### src/rtl/core/bcb_pkg.sv
`default_nettype none

package bcb_pkg;

  // Default plot limits in dots.
  localparam int MAX_DOT_COLS_DEF = 512;
  localparam int MAX_DOT_ROWS_DEF = 256;

  // Field widths of the channels.
  localparam int COORD_W = 11;
  localparam int LEVEL_W = 13;
  localparam int AGE_W   = 16;
  localparam int DOTS_W  = 8;
  localparam int COL_OUT_W = 8;
  localparam int ROW_OUT_W = 6;

  // Configuration registers.
  localparam int CFG_IDX_W  = 1;
  localparam int CFG_DATA_W = 10;
  localparam int PLOT_W_W   = 10;
  localparam int PLOT_H_W   = 9;
  localparam logic [CFG_IDX_W-1:0] CFG_PLOT_WIDTH  = 1'b0;
  localparam logic [CFG_IDX_W-1:0] CFG_PLOT_HEIGHT = 1'b1;
  localparam logic [PLOT_W_W-1:0]  PLOT_WIDTH_RST  = 10'd512;
  localparam logic [PLOT_H_W-1:0]  PLOT_HEIGHT_RST = 9'd256;

  // One word of the cell store.
  typedef struct packed {
    logic [DOTS_W-1:0]         dots;
    logic signed [LEVEL_W-1:0] level;
    logic [AGE_W-1:0]          age;
  } cell_t;

  // Commands from the controller to the datapath.
  typedef struct packed {
    logic idle;
    logic accept;
    logic clear;
    logic pt_write;
    logic scan_adv;
    logic scan_take;
    logic scan_none;
  } cmd_t;

  // Status from the datapath to the controller.
  typedef struct packed {
    logic is_drain;
    logic pt_ok;
    logic scan_end;
    logic scan_hit;
    logic clr_done;
  } sts_t;

endpackage

`default_nettype wire

### src/rtl/core/bcb_ctrl.sv
`default_nettype none

module bcb_ctrl (
  input  logic          clk,
  input  logic          rst,
  input  logic          in_valid,
  output logic          in_stall,
  output logic          out_valid,
  input  logic          out_stall,
  input  bcb_pkg::sts_t sts,
  output bcb_pkg::cmd_t cmd
);
  import bcb_pkg::*;

  typedef enum logic [3:0] {
    ST_CLEAR = 4'b0001,
    ST_IDLE  = 4'b0010,
    ST_PT_WR = 4'b0100,
    ST_SCAN  = 4'b1000
  } state_t;

  state_t state;
  state_t state_next;
  logic   accept;
  logic   out_free;

  // Items are taken only in the idle state.
  assign in_stall = (state != ST_IDLE);
  assign accept   = in_valid && (state == ST_IDLE);
  assign out_free = !out_valid || !out_stall;

  // Command decode.
  always_comb begin
    cmd           = '0;
    cmd.idle      = (state == ST_IDLE);
    cmd.accept    = accept;
    cmd.clear     = (state == ST_CLEAR);
    cmd.pt_write  = (state == ST_PT_WR);
    cmd.scan_adv  = (state == ST_SCAN) && !sts.scan_end && !sts.scan_hit;
    cmd.scan_take = (state == ST_SCAN) && sts.scan_hit && out_free;
    cmd.scan_none = (state == ST_SCAN) && sts.scan_end && out_free;
  end

  // Next state.
  always_comb begin
    state_next = state;
    case (state)
      ST_CLEAR: begin
        if (sts.clr_done) state_next = ST_IDLE;
      end
      ST_IDLE: begin
        if (accept) begin
          if (sts.is_drain) state_next = ST_SCAN;
          else if (sts.pt_ok) state_next = ST_PT_WR;
        end
      end
      ST_PT_WR: begin
        state_next = ST_IDLE;
      end
      ST_SCAN: begin
        if (cmd.scan_take || cmd.scan_none) state_next = ST_IDLE;
      end
      default: begin
        state_next = ST_IDLE;
      end
    endcase
  end

  always_ff @(posedge clk) begin
    if (rst) begin
      state <= ST_CLEAR;
    end else begin
      state <= state_next;
    end
  end

  // The output register is full from a load until its beat is taken.
  always_ff @(posedge clk) begin
    if (rst) begin
      out_valid <= 1'b0;
    end else if (cmd.scan_take || cmd.scan_none) begin
      out_valid <= 1'b1;
    end else if (!out_stall) begin
      out_valid <= 1'b0;
    end
  end

endmodule

`default_nettype wire

### config.mk
export PLATFORM = sky130hd
export DESIGN_NAME = bcb_ctrl
export DESIGN_NICKNAME = d
export VERILOG_FILES = /design/src/rtl/core/bcb_pkg.sv /design/src/rtl/core/bcb_ctrl.sv
export SDC_FILE = /design/constraint.sdc
export NUM_CORES = 1
export LEC_CHECK = 0
export BUFFER_PORTS_ARGS = -buffer_cell sky130_fd_sc_hd__buf_2
export CORE_AREA = 4 4 41 43
export CTS_BUF_LIST = sky130_fd_sc_hd__clkbuf_2
export DETAILED_ROUTE_END_ITERATION = 10
export DIE_AREA = 0 0 45 47
export GPL_ROUTABILITY_DRIVEN = 1
export GPL_TIMING_DRIVEN = 0
export PLACE_DENSITY_LB_ADDON = 0.12
export SETUP_SLACK_MARGIN = 0.4
export SLEW_MARGIN = 20
export SYNTH_ARGS = -nofsm -noshare
export SYNTH_HDL_FRONTEND = slang
export SYNTH_SLANG_ARGS = --single-unit
export TNS_END_PERCENT = 30
### constraint.sdc
create_clock -name clk -period 1.3 [get_ports clk]
set_input_delay 0.13 -clock clk [delete_from_list [all_inputs] [get_ports clk]]
set_output_delay 0.13 -clock clk [all_outputs]
set_load 0.02 [all_outputs]
==> qor.txt, run 1 <==
Tot Pwr -> 530 uW
Via Count -> 369
Share of layout cells above drive strength 1 -> 68.9%
Fin worst setup slack -> -193 ps
RSZ-0062 raised after global routing -> yes
Global-route wire length before repair -> 1.44 mm
Die height -> 47 microns
TritonCTS clock tree -> built
Crit path kind -> register to register
Pre-CTS setup slack -> -342 ps
Post-DP Area -> 463 sq um
Yosys warning total -> 0
Post-synthesis sequential area ratio -> 30.7%
Tot GR Track Use -> 9.79%
Fillcell total -> 137
Synth area leader -> dfxtp_1
Die width -> 45 microns
Cell area after layout -> 599 sq um
Worst Tran Pin Value -> 324 ps
Syn_nets -> 43
Violated checks -> negative setup slack
DRC viols -> 0
Mean routed wirelength per cell -> 13.1 microns
Die area -> 0.00212 sq mm
Top cell type's share of synthesized area -> 30.7%
Gpl congestion -> 0.710
Final Skew -> 1.12 ps
Final net count -> 71
Maximum vdd drop -> 0.492 mV
Area growth from synthesis to layout -> 83.5%
Skew-Pair Late Insertion Delay -> 220 ps
Initial Util -> 25.1%
CP required -> 1410 ps
Final core occ -> 46.1%
Crit share post-route -> 115%
Synth cell types -> 21
Post-synthesis instance area -> 327 sq um
Vias per cell -> 4.86
Maximum level of the CTS H-tree -> 1
Multi-input gate area -> 265 sq um
Ports -> 18
Pwr Density -> 884 mW/mm^2
ANT nets after route -> 0
Pre-antenna DRT Iters -> 2
Min-delay worst type -> input pin to register
Avg Cell Area, Syn -> 9.60 sq um
Port Buf Inserts -> 17
FF+latch count, synth -> 5
Worst-path fanout max -> 5
Hold-fix buffers at CTS -> 0
Hold Fails Final Rpt -> 0
Clock transition at path regs -> 60 ps
Max Root-Sink Buffers -> 2
Crit end category -> register
Flop-to-flop setup slack -> -190 ps
Initial drt markers -> 3
Row count -> 13
Setup TNS -> -957 ps
Clock root cell -> clkbuf_2
Top post-synthesis cells by area -> dfxtp_1 (31%), o311ai_4 (8.0%), nor4b_1 (8.0%)
Final setup viols -> 9
Status -> finished, violations left
P_leak -> 0.267 nW
CTS Sinks -> 5
Pin count of the biggest net entering global routing -> 7
Crit path time final -> 1490 ps
Max Clk Rate -> 0.670 GHz
Maxcap violations -> 0
Ant. Diodes -> 0
Routed wire length -> 994 microns
FF/Latch Area -> 115 sq um
CTS buffer count -> 3
Area of the core -> 0.00130 sq mm
Vias in the first global route -> 380
Grt total ovfl -> 0
Post-Synthesis Cells -> 34
Worst setup SP type -> register
Final-report max-slew violation count -> 0
Max-slew headroom -> 78.3%
Initial antenna violation count -> 0
Post-DP HPWL -> 717 microns
Critical path arrival -> 1600 ps
timing repair:
item | CTS | global route
gates cloned | 0 | 0
setup endpoints to repair | 12 | 14
pin swaps | 8 | 6
hold endpoints to repair | 0 | 0
buffers inserted | 4 | 2
gates resized for setup | 15 | 6
power by group:
group / total (mW) / leakage [nW] / internal [mW] / switching, mW
Clock: 0.151 / 0.0166 / 0.0815 / 0.0696
Sequential: 0.188 / 0.0434 / 0.164 / 0.0235
Combinational: 0.191 / 0.207 / 0.107 / 0.0840
Total: 0.530 / 0.267 / 0.353 / 0.177
critical path, stage by stage, from the launching register on:
cell      delay (ps)
dfxtp_4          370
nor4b_4          360
inv_2            100
o311ai_4         230
mux2_4           320
final timing paths:
kind / start / depth (start not counted) / end
worst max register to register: state[3] / 4 / state[1]
worst max-delay path: state[3] / 4 / state[1]
worst min-delay path: sts[4] / 2 / state[2]
worst min register to register: out_valid / 2 / out_valid
logic make-up (layout without fill, tap and decap cells):
logic type / count (synthesis) / after routing / synth area share (%)
compound gates: 7 / 7 / 19.2
simple gates: 18 / 18 / 42.1
mux: 1 / 1 / 3.45
flops: 5 / 5 / 30.7
buf+inv: 3 / 30 / 4.60
layout by cell type, fill, tap and decap left out:
master,n
a21o_1,1
a21oi_1,1
buf_2,9
nor2_1,2
o21ai_1,1
o311ai_4,1
nand2b_1,1
buf_4,11
nor4b_2,1
o2bb2ai_1,1
nor2b_1,1
buf_6,4
nor4b_4,3
and3_1,1
mux2_4,1
nor4b_1,1
inv_1,1
dfxtp_4,4
a21oi_2,1
nor3b_4,1
nand2_1,3
inv_2,1
and2_1,1
o21ai_0,1
and3_4,1
clkbuf_2,4
dfxtp_1,1
nor3b_1,2
cells in the mapped netlist (all sizes together):
master and instances:
o311ai 1, o21ai 2, nor2b 1, and3 2, inv 2, nand2 3, a21o 1, and2 1
nor2 2, nand2b 1, dfxtp 5, nor3b 3, o2bb2ai 1, nor4b 5, a21oi 2, buf 1
mux2 1
registers in the layout, summed over array words and instances (netlist names):
name and cells:
state 4, out_valid 1
stage by stage:
stage / hold slack [ps] / instances
3_5_place_dp: 362 / 66
6_report: 121 / 76
3_3_place_gp: 360 / 66
4_1_cts: 112 / 74
5_1_grt: 121 / 76
2_1_floorplan: 199 / 34
final cells by class:
type	instances	area share [%]
clock buffers	4	3.34
multi-input cells	26	44.3
flip-flops and latches	5	19.2
inverters	2	1.25
well taps	15	3.13
plain buffers	1	1.25
repair buffers	23	27.6
metal layers:
layer  vias up  part of all wire, %  global-route usage, %
li1        183                    -                      -
met1       169                   39                   9.32
met2        15                   52                   17.2
met3         2                  7.8                   2.68
met4         0                 0.80                   8.77
met5         -                    0                      0
Power figures use the tool's default switching activity.
==> run 2: changes to the inputs <==
TNS_END_PERCENT = not set   (was 30)
==> qor.txt, run 2 (synthesis gave the netlist of run 1 again) <==
Max Root-Sink Buffers -> 2 (unchanged)
Final Hold Slack -> 111 ps (was 121 ps)
Maximum level of the CTS H-tree -> 1 (unchanged)
Ports -> 18 (unchanged)
Fin worst setup slack -> -211 ps (was -193 ps)
Mean routed wirelength per cell -> 12.1 microns (was 13.1 microns)
Grt total ovfl -> 0 (unchanged)
Area growth from synthesis to layout -> 97.3% (was 83.5%)
Status -> finished, violations left (unchanged)
Maximum vdd drop -> 0.458 mV (was 0.492 mV)
Fillcell total -> 137 (unchanged)
Most frequent cells in the layout -> buf_2 (10), buf_4 (9), buf_6 (6) (was buf_4 (11), buf_2 (9), clkbuf_2 (4), buf_6 (4), dfxtp_4 (4))
ANT nets after route -> 0 (unchanged)
Pre-antenna DRT Iters -> 3 (was 2)
Cell area after layout -> 644 sq um (was 599 sq um)
Row count -> 13 (unchanged)
Worst setup SP type -> register (unchanged)
Min-delay worst type -> input pin to register (unchanged)
Initial Util -> 25.1% (unchanged)
Final setup viols -> 9 (unchanged)
Clock transition at path regs -> 70 ps (was 60 ps)
Max reg flops -> 4 (unchanged)
Initial antenna violation count -> 0 (unchanged)
Pwr Density -> 860 mW/mm^2 (was 884 mW/mm^2)
Hold-fix buffers at CTS -> 0 (unchanged)
Area of the core -> 0.00130 sq mm (unchanged)
Crit share post-route -> 116% (was 115%)
Share of layout cells above drive strength 1 -> 80.6% (was 68.9%)
Violated checks -> negative setup slack (unchanged)
CTS buffer count -> 3 (unchanged)
Port Buf Inserts -> 17 (unchanged)
Maxcap violations -> 0 (unchanged)
DRC viols -> 0 (unchanged)
Worst-path fanout max -> 5 (unchanged)
Initial drt markers -> 8 (was 3)
Max-slew headroom -> 77.1% (was 78.3%)
TritonCTS clock tree -> built (unchanged)
Worst Tran Pin Value -> 343 ps (was 324 ps)
Skew-Pair Late Insertion Delay -> 220 ps (about the same)
Final Skew -> 9.73 ps (was 1.12 ps)
Critical path arrival -> 1630 ps (was 1600 ps)
Die area -> 0.00212 sq mm (unchanged)
Hold Fails Final Rpt -> 0 (unchanged)
Routed wire length -> 934 microns (was 994 microns)
CP required -> 1420 ps (was 1410 ps)
P_leak -> 0.303 nW (was 0.267 nW)
Setup TNS -> -1190 ps (was -957 ps)
Vias per cell -> 4.79 (was 4.86)
Clock root cell -> clkbuf_2 (unchanged)
Die height -> 47 microns (unchanged)
Ant. Diodes -> 0 (unchanged)
Final-report max-slew violation count -> 0 (unchanged)
Tot Pwr -> 554 uW (was 530 uW)
RSZ-0062 raised after global routing -> yes (unchanged)
Crit path time final -> 1510 ps (was 1490 ps)
Most flop-heavy register -> state (unchanged)
Die width -> 45 microns (unchanged)
Max Clk Rate -> 0.662 GHz (was 0.670 GHz)
Global-route wire length before repair -> 1.32 mm (was 1.44 mm)
CTS Sinks -> 5 (unchanged)
Crit end category -> register (unchanged)
Vias in the first global route -> 311 (was 380)
Tot GR Track Use -> 9.33% (was 9.79%)
Via Count -> 369 (unchanged)
Post-DP HPWL -> 628 microns (was 717 microns)
Crit path kind -> register to register (unchanged)
Largest regs -> state (4), out_valid (1) (unchanged)
Post-DP Area -> 465 sq um (was 463 sq um)
Pre-CTS setup slack -> -286 ps (was -342 ps)
Pin count of the biggest net entering global routing -> 8 (was 7)
Commonest non-fill, non-tap cell in the layout -> buf_2 (was buf_4)
Final net count -> 72 (was 71)
Gpl congestion -> 0.648 (was 0.710)
==> run 2: changes by cell type in the layout (fill, tap and decap cells not counted), sizes merged <==
cell | previous run | this run
buf | 24 | 25
==> run 2: where the power goes <==
group / internal [mW] / switching [mW] / total [mW] / leakage, nW
combinational: 0.121 / 0.0947 / 0.216 / 0.243
sequential: 0.166 / 0.0233 / 0.189 / 0.0436
clock: 0.0815 / 0.0680 / 0.150 / 0.0166
total: 0.368 / 0.186 / 0.554 / 0.303
==> run 2: stage by stage <==
| stage | util (%) | std cells |
|---|---|---|
| after floorplan | - | 34 |
| after global placement | 35.8 | 66 |
| after detailed placement | 35.8 | 66 |
| after CTS | 42.2 | 74 |
| after global routing | 49.5 | 77 |
| final | 49.5 | 77 |
==> run 2: final cells by class <==
| cell class | instances | area (sq um) | area share [%] |
|---|---|---|---|
| plain buffers | 1 | 7.51 | 1.17 |
| clock buffers | 4 | 20.0 | 3.11 |
| inverters | 2 | 7.51 | 1.17 |
| multi-input cells | 26 | 299 | 46.4 |
| flip-flops and latches | 5 | 114 | 17.7 |
| well taps | 15 | 18.8 | 2.91 |
| repair buffers | 24 | 178 | 27.6 |
==> run 2: what timing repair did <==
action,4_1_cts,5_1_grt
resized for setup,10,18
gates cloned,0,0
hold endpoints to repair,0,0
setup endpoints to repair,12,14
pin swaps,4,6
setup buffers,4,3
==> run 2: worst max-delay path, cell delays in order (launching register included) <==
cell      delay [ps]
dfxtp_4          370
nor4b_4          370
inv_2            100
o311ai_4         230
mux2_4           320
==> run 2: worst paths after layout <==
path | startpoint | end | slack, ps | depth (start not counted)
max | state[0] | state[1] | -210 | 4
min reg2reg | out_valid | out_valid | 510 | 2
min | rst | out_valid | 110 | 2
max reg2reg | state[0] | state[1] | -210 | 4
==> run 2: routing by layer <==
metal	share of wire (%)	vias up	global-route usage, %
met4	0	0	7.02
met3	9.4	0	5.75
met5	0	-	0
met2	52	16	13.0
met1	38	171	10.3
li1	-	182	-
==> run 3: changes to the inputs <==
PLACE_DENSITY = 0.52   (was not set)
PLACE_DENSITY_LB_ADDON = not set   (was 0.12)
clock period = 1.9 ns   (was 1.3 ns; I/O delays follow)
==> qor.txt, run 3 (synthesis gave the netlist of run 1 again) <==
Gpl congestion -> 0.683 (was 0.648)
Ports -> 18 (unchanged)
Maximum level of the CTS H-tree -> 1 (unchanged)
Clock root cell -> clkbuf_2 (unchanged)
Die area -> 0.00212 sq mm (unchanged)
Vias per cell -> 4.89 (was 4.79)
Vias in the first global route -> 356 (was 311)
Worst R2R End -> state[1] (unchanged)
Final-report max-slew violation count -> 0 (unchanged)
Setup TNS -> 0 ps (was -1190 ps)
Pre-antenna DRT Iters -> 4 (was 3)
Final Skew -> 12.7 ps (was 9.73 ps)
Worst r2r src -> state[3] (was state[0])
Reg power frac -> 37.4% (was 34.1%)
Crit path kind -> register to primary output (was register to register)
Maximum vdd drop -> 0.336 mV (was 0.458 mV)
Crit end category -> primary output (was register)
ANT nets after route -> 0 (unchanged)
Maxcap violations -> 0 (unchanged)
Pwr Density -> 616 mW/mm^2 (was 860 mW/mm^2)
Worst Tran Pin Value -> 396 ps (was 343 ps)
Flop-to-flop setup slack -> 370 ps (was -210 ps)
Switching pwr -> 115 uW (was 186 uW)
Port Buf Inserts -> 17 (unchanged)
Commonest non-fill, non-tap cell in the layout -> buf_2 (unchanged)
CTS buffer count -> 3 (unchanged)
Area growth from synthesis to layout -> 67.8% (was 97.3%)
Worst setup SP type -> register (unchanged)
WHS Endpoint -> state[2] (was out_valid)
Clock transition at path regs -> 70 ps (about the same)
Fin worst setup slack -> 346 ps (was -211 ps)
Max Root-Sink Buffers -> 2 (unchanged)
Critical path arrival -> 1360 ps (was 1630 ps)
Final net count -> 70 (was 72)
Worst-case reg-to-reg path depth -> 4 (unchanged)
Clock power share -> 28.1% (was 27.0%)
Tot Pwr -> 337 uW (was 554 uW)
CTS Sinks -> 5 (unchanged)
Most frequent cells in the layout -> buf_2 (12), buf_4 (8) (was buf_2 (10), buf_4 (9), buf_6 (6))
Worst-path fanout max -> 5 (unchanged)
Crit share post-route -> 81.8%
Global-route wire length before repair -> 1.48 mm (was 1.32 mm)
RSZ-0062 raised after global routing -> yes (unchanged)
TritonCTS clock tree -> built (unchanged)
Max-slew headroom -> 73.2% (was 77.1%)
Max reg flops -> 4 (unchanged)
Sw Ratio -> 34.2% (was 33.6%)
Logic pwr share -> 34.6% (was 38.9%)
DRC viols -> 0 (unchanged)
P_leak -> 0.251 nW (was 0.303 nW)
Final setup viols -> 0 (was 9)
Area of the core -> 0.00130 sq mm (unchanged)
Largest regs -> state (4), out_valid (1) (unchanged)
Die height -> 47 microns (unchanged)
Post-DP HPWL -> 587 microns (was 628 microns)
Initial Util -> 25.1% (unchanged)
Share of layout cells above drive strength 1 -> 63.3% (was 80.6%)
Final Hold Slack -> 188 ps (was 111 ps)
Hold_sp -> sts[4] (was rst)
Routed wire length -> 999 microns (was 934 microns)
Pin count of the biggest net entering global routing -> 8 (unchanged)
Pre-CTS setup slack -> 325 ps (was -286 ps)
Grt total ovfl -> 0 (unchanged)
Initial antenna violation count -> 0 (unchanged)
Internal -> 222 uW (was 368 uW)
Mean routed wirelength per cell -> 13.3 microns (was 12.1 microns)
Row count -> 13 (unchanged)
Most flop-heavy register -> state (unchanged)
Max Clk Rate -> 0.643 GHz
Crit path time final -> 1550 ps
Status -> finished clean (was finished, violations left)
Hold Fails Final Rpt -> 0 (unchanged)
Tot GR Track Use -> 9.81% (was 9.33%)
Hold depth -> 2 (unchanged)
Die width -> 45 microns (unchanged)
Via Count -> 367 (was 369)
Initial drt markers -> 5 (was 8)
Min-delay worst type -> input pin to register (unchanged)
CP required -> 1710 ps (was 1420 ps)
Ant. Diodes -> 0 (unchanged)
Skew-Pair Late Insertion Delay -> 220 ps (about the same)
Hold-fix buffers at CTS -> 0 (unchanged)
-- run 3: changes by cell type in the layout (fill, tap and decap cells not counted), moves of 2 or more --
cell / delta
nor3b_1: +2
and3_2: -2
nor4b_4: -2
nor4b_1: +2
buf_2: +2
and3_1: +2
buf_6: -3
-- run 3: cell type report --
type | instances | area (sq um)
Buffer | 1 | 7.51
Multi-Input combinational cell | 26 | 235
Sequential cell | 5 | 113
Tap cell | 15 | 18.8
Clock buffer | 3 | 15.0
Timing Repair Buffer | 22 | 146
Clock inverter | 1 | 5.00
Inverter | 2 | 7.51
Fill cell | 143 | 753
-- run 3: routing by layer --
metal	share of wire [%]	wire (microns)	global-route usage (%)	up-vias
li1	-	-	-	178
met1	40	400	10.7	177
met2	53	528	18.1	12
met3	7.0	70	2.68	0
met4	0	0	3.51	0
met5	0	0	0	-
-- run 3: worst max-delay path: stages, from the launching register on --
cell and delay [ps]:
dfxtp_4 380, nor4b_4 340, nor3b_2 250, buf_4 170
-- run 3: worst max-delay path by stage --
| stage | slack, ps | startpoint | end | cells past startpoint |
|---|---|---|---|---|
| after global placement | 320 | state[1] | state[1] | 4 |
| after floorplan | 190 | state[1] | state[1] | 4 |
| after global routing | 280 | state[3] | cmd[5] | 4 |
| after detailed placement | 330 | state[1] | state[1] | 4 |
| final | 350 | state[2] | cmd[2] | 3 |
| after CTS | 350 | state[0] | cmd[5] | 4 |
-- run 3: what timing repair did --
action | CTS | global route
endpoints found under the hold margin | 0 | 0
setup buffers | 3 | 2
resized for setup | 11 | 8
endpoints found under the setup margin | 6 | 8
pin swaps | 3 | 4
-- run 3: power groups by stage --
stage | clock (mW) | combinational, mW | sequential, mW
global route | 0.103 | 0.127 | 0.128
finish | 0.0948 | 0.117 | 0.126
global placement | 0 | 0.0868 | 0.129
detailed placement | 0 | 0.0874 | 0.128
floorplan | 0 | 0.0599 | 0.125
CTS | 0.0993 | 0.106 | 0.128
-- run 3: stage by stage --
step | cells | cell area, sq um | util [%]
detailed placement | 66 | 430 | 33.1
CTS | 73 | 507 | 38.9
finish | 75 | 548 | 42.1
global route | 75 | 548 | 42.1
global placement | 66 | 430 | 33.1
floorplan | 34 | 327 | -
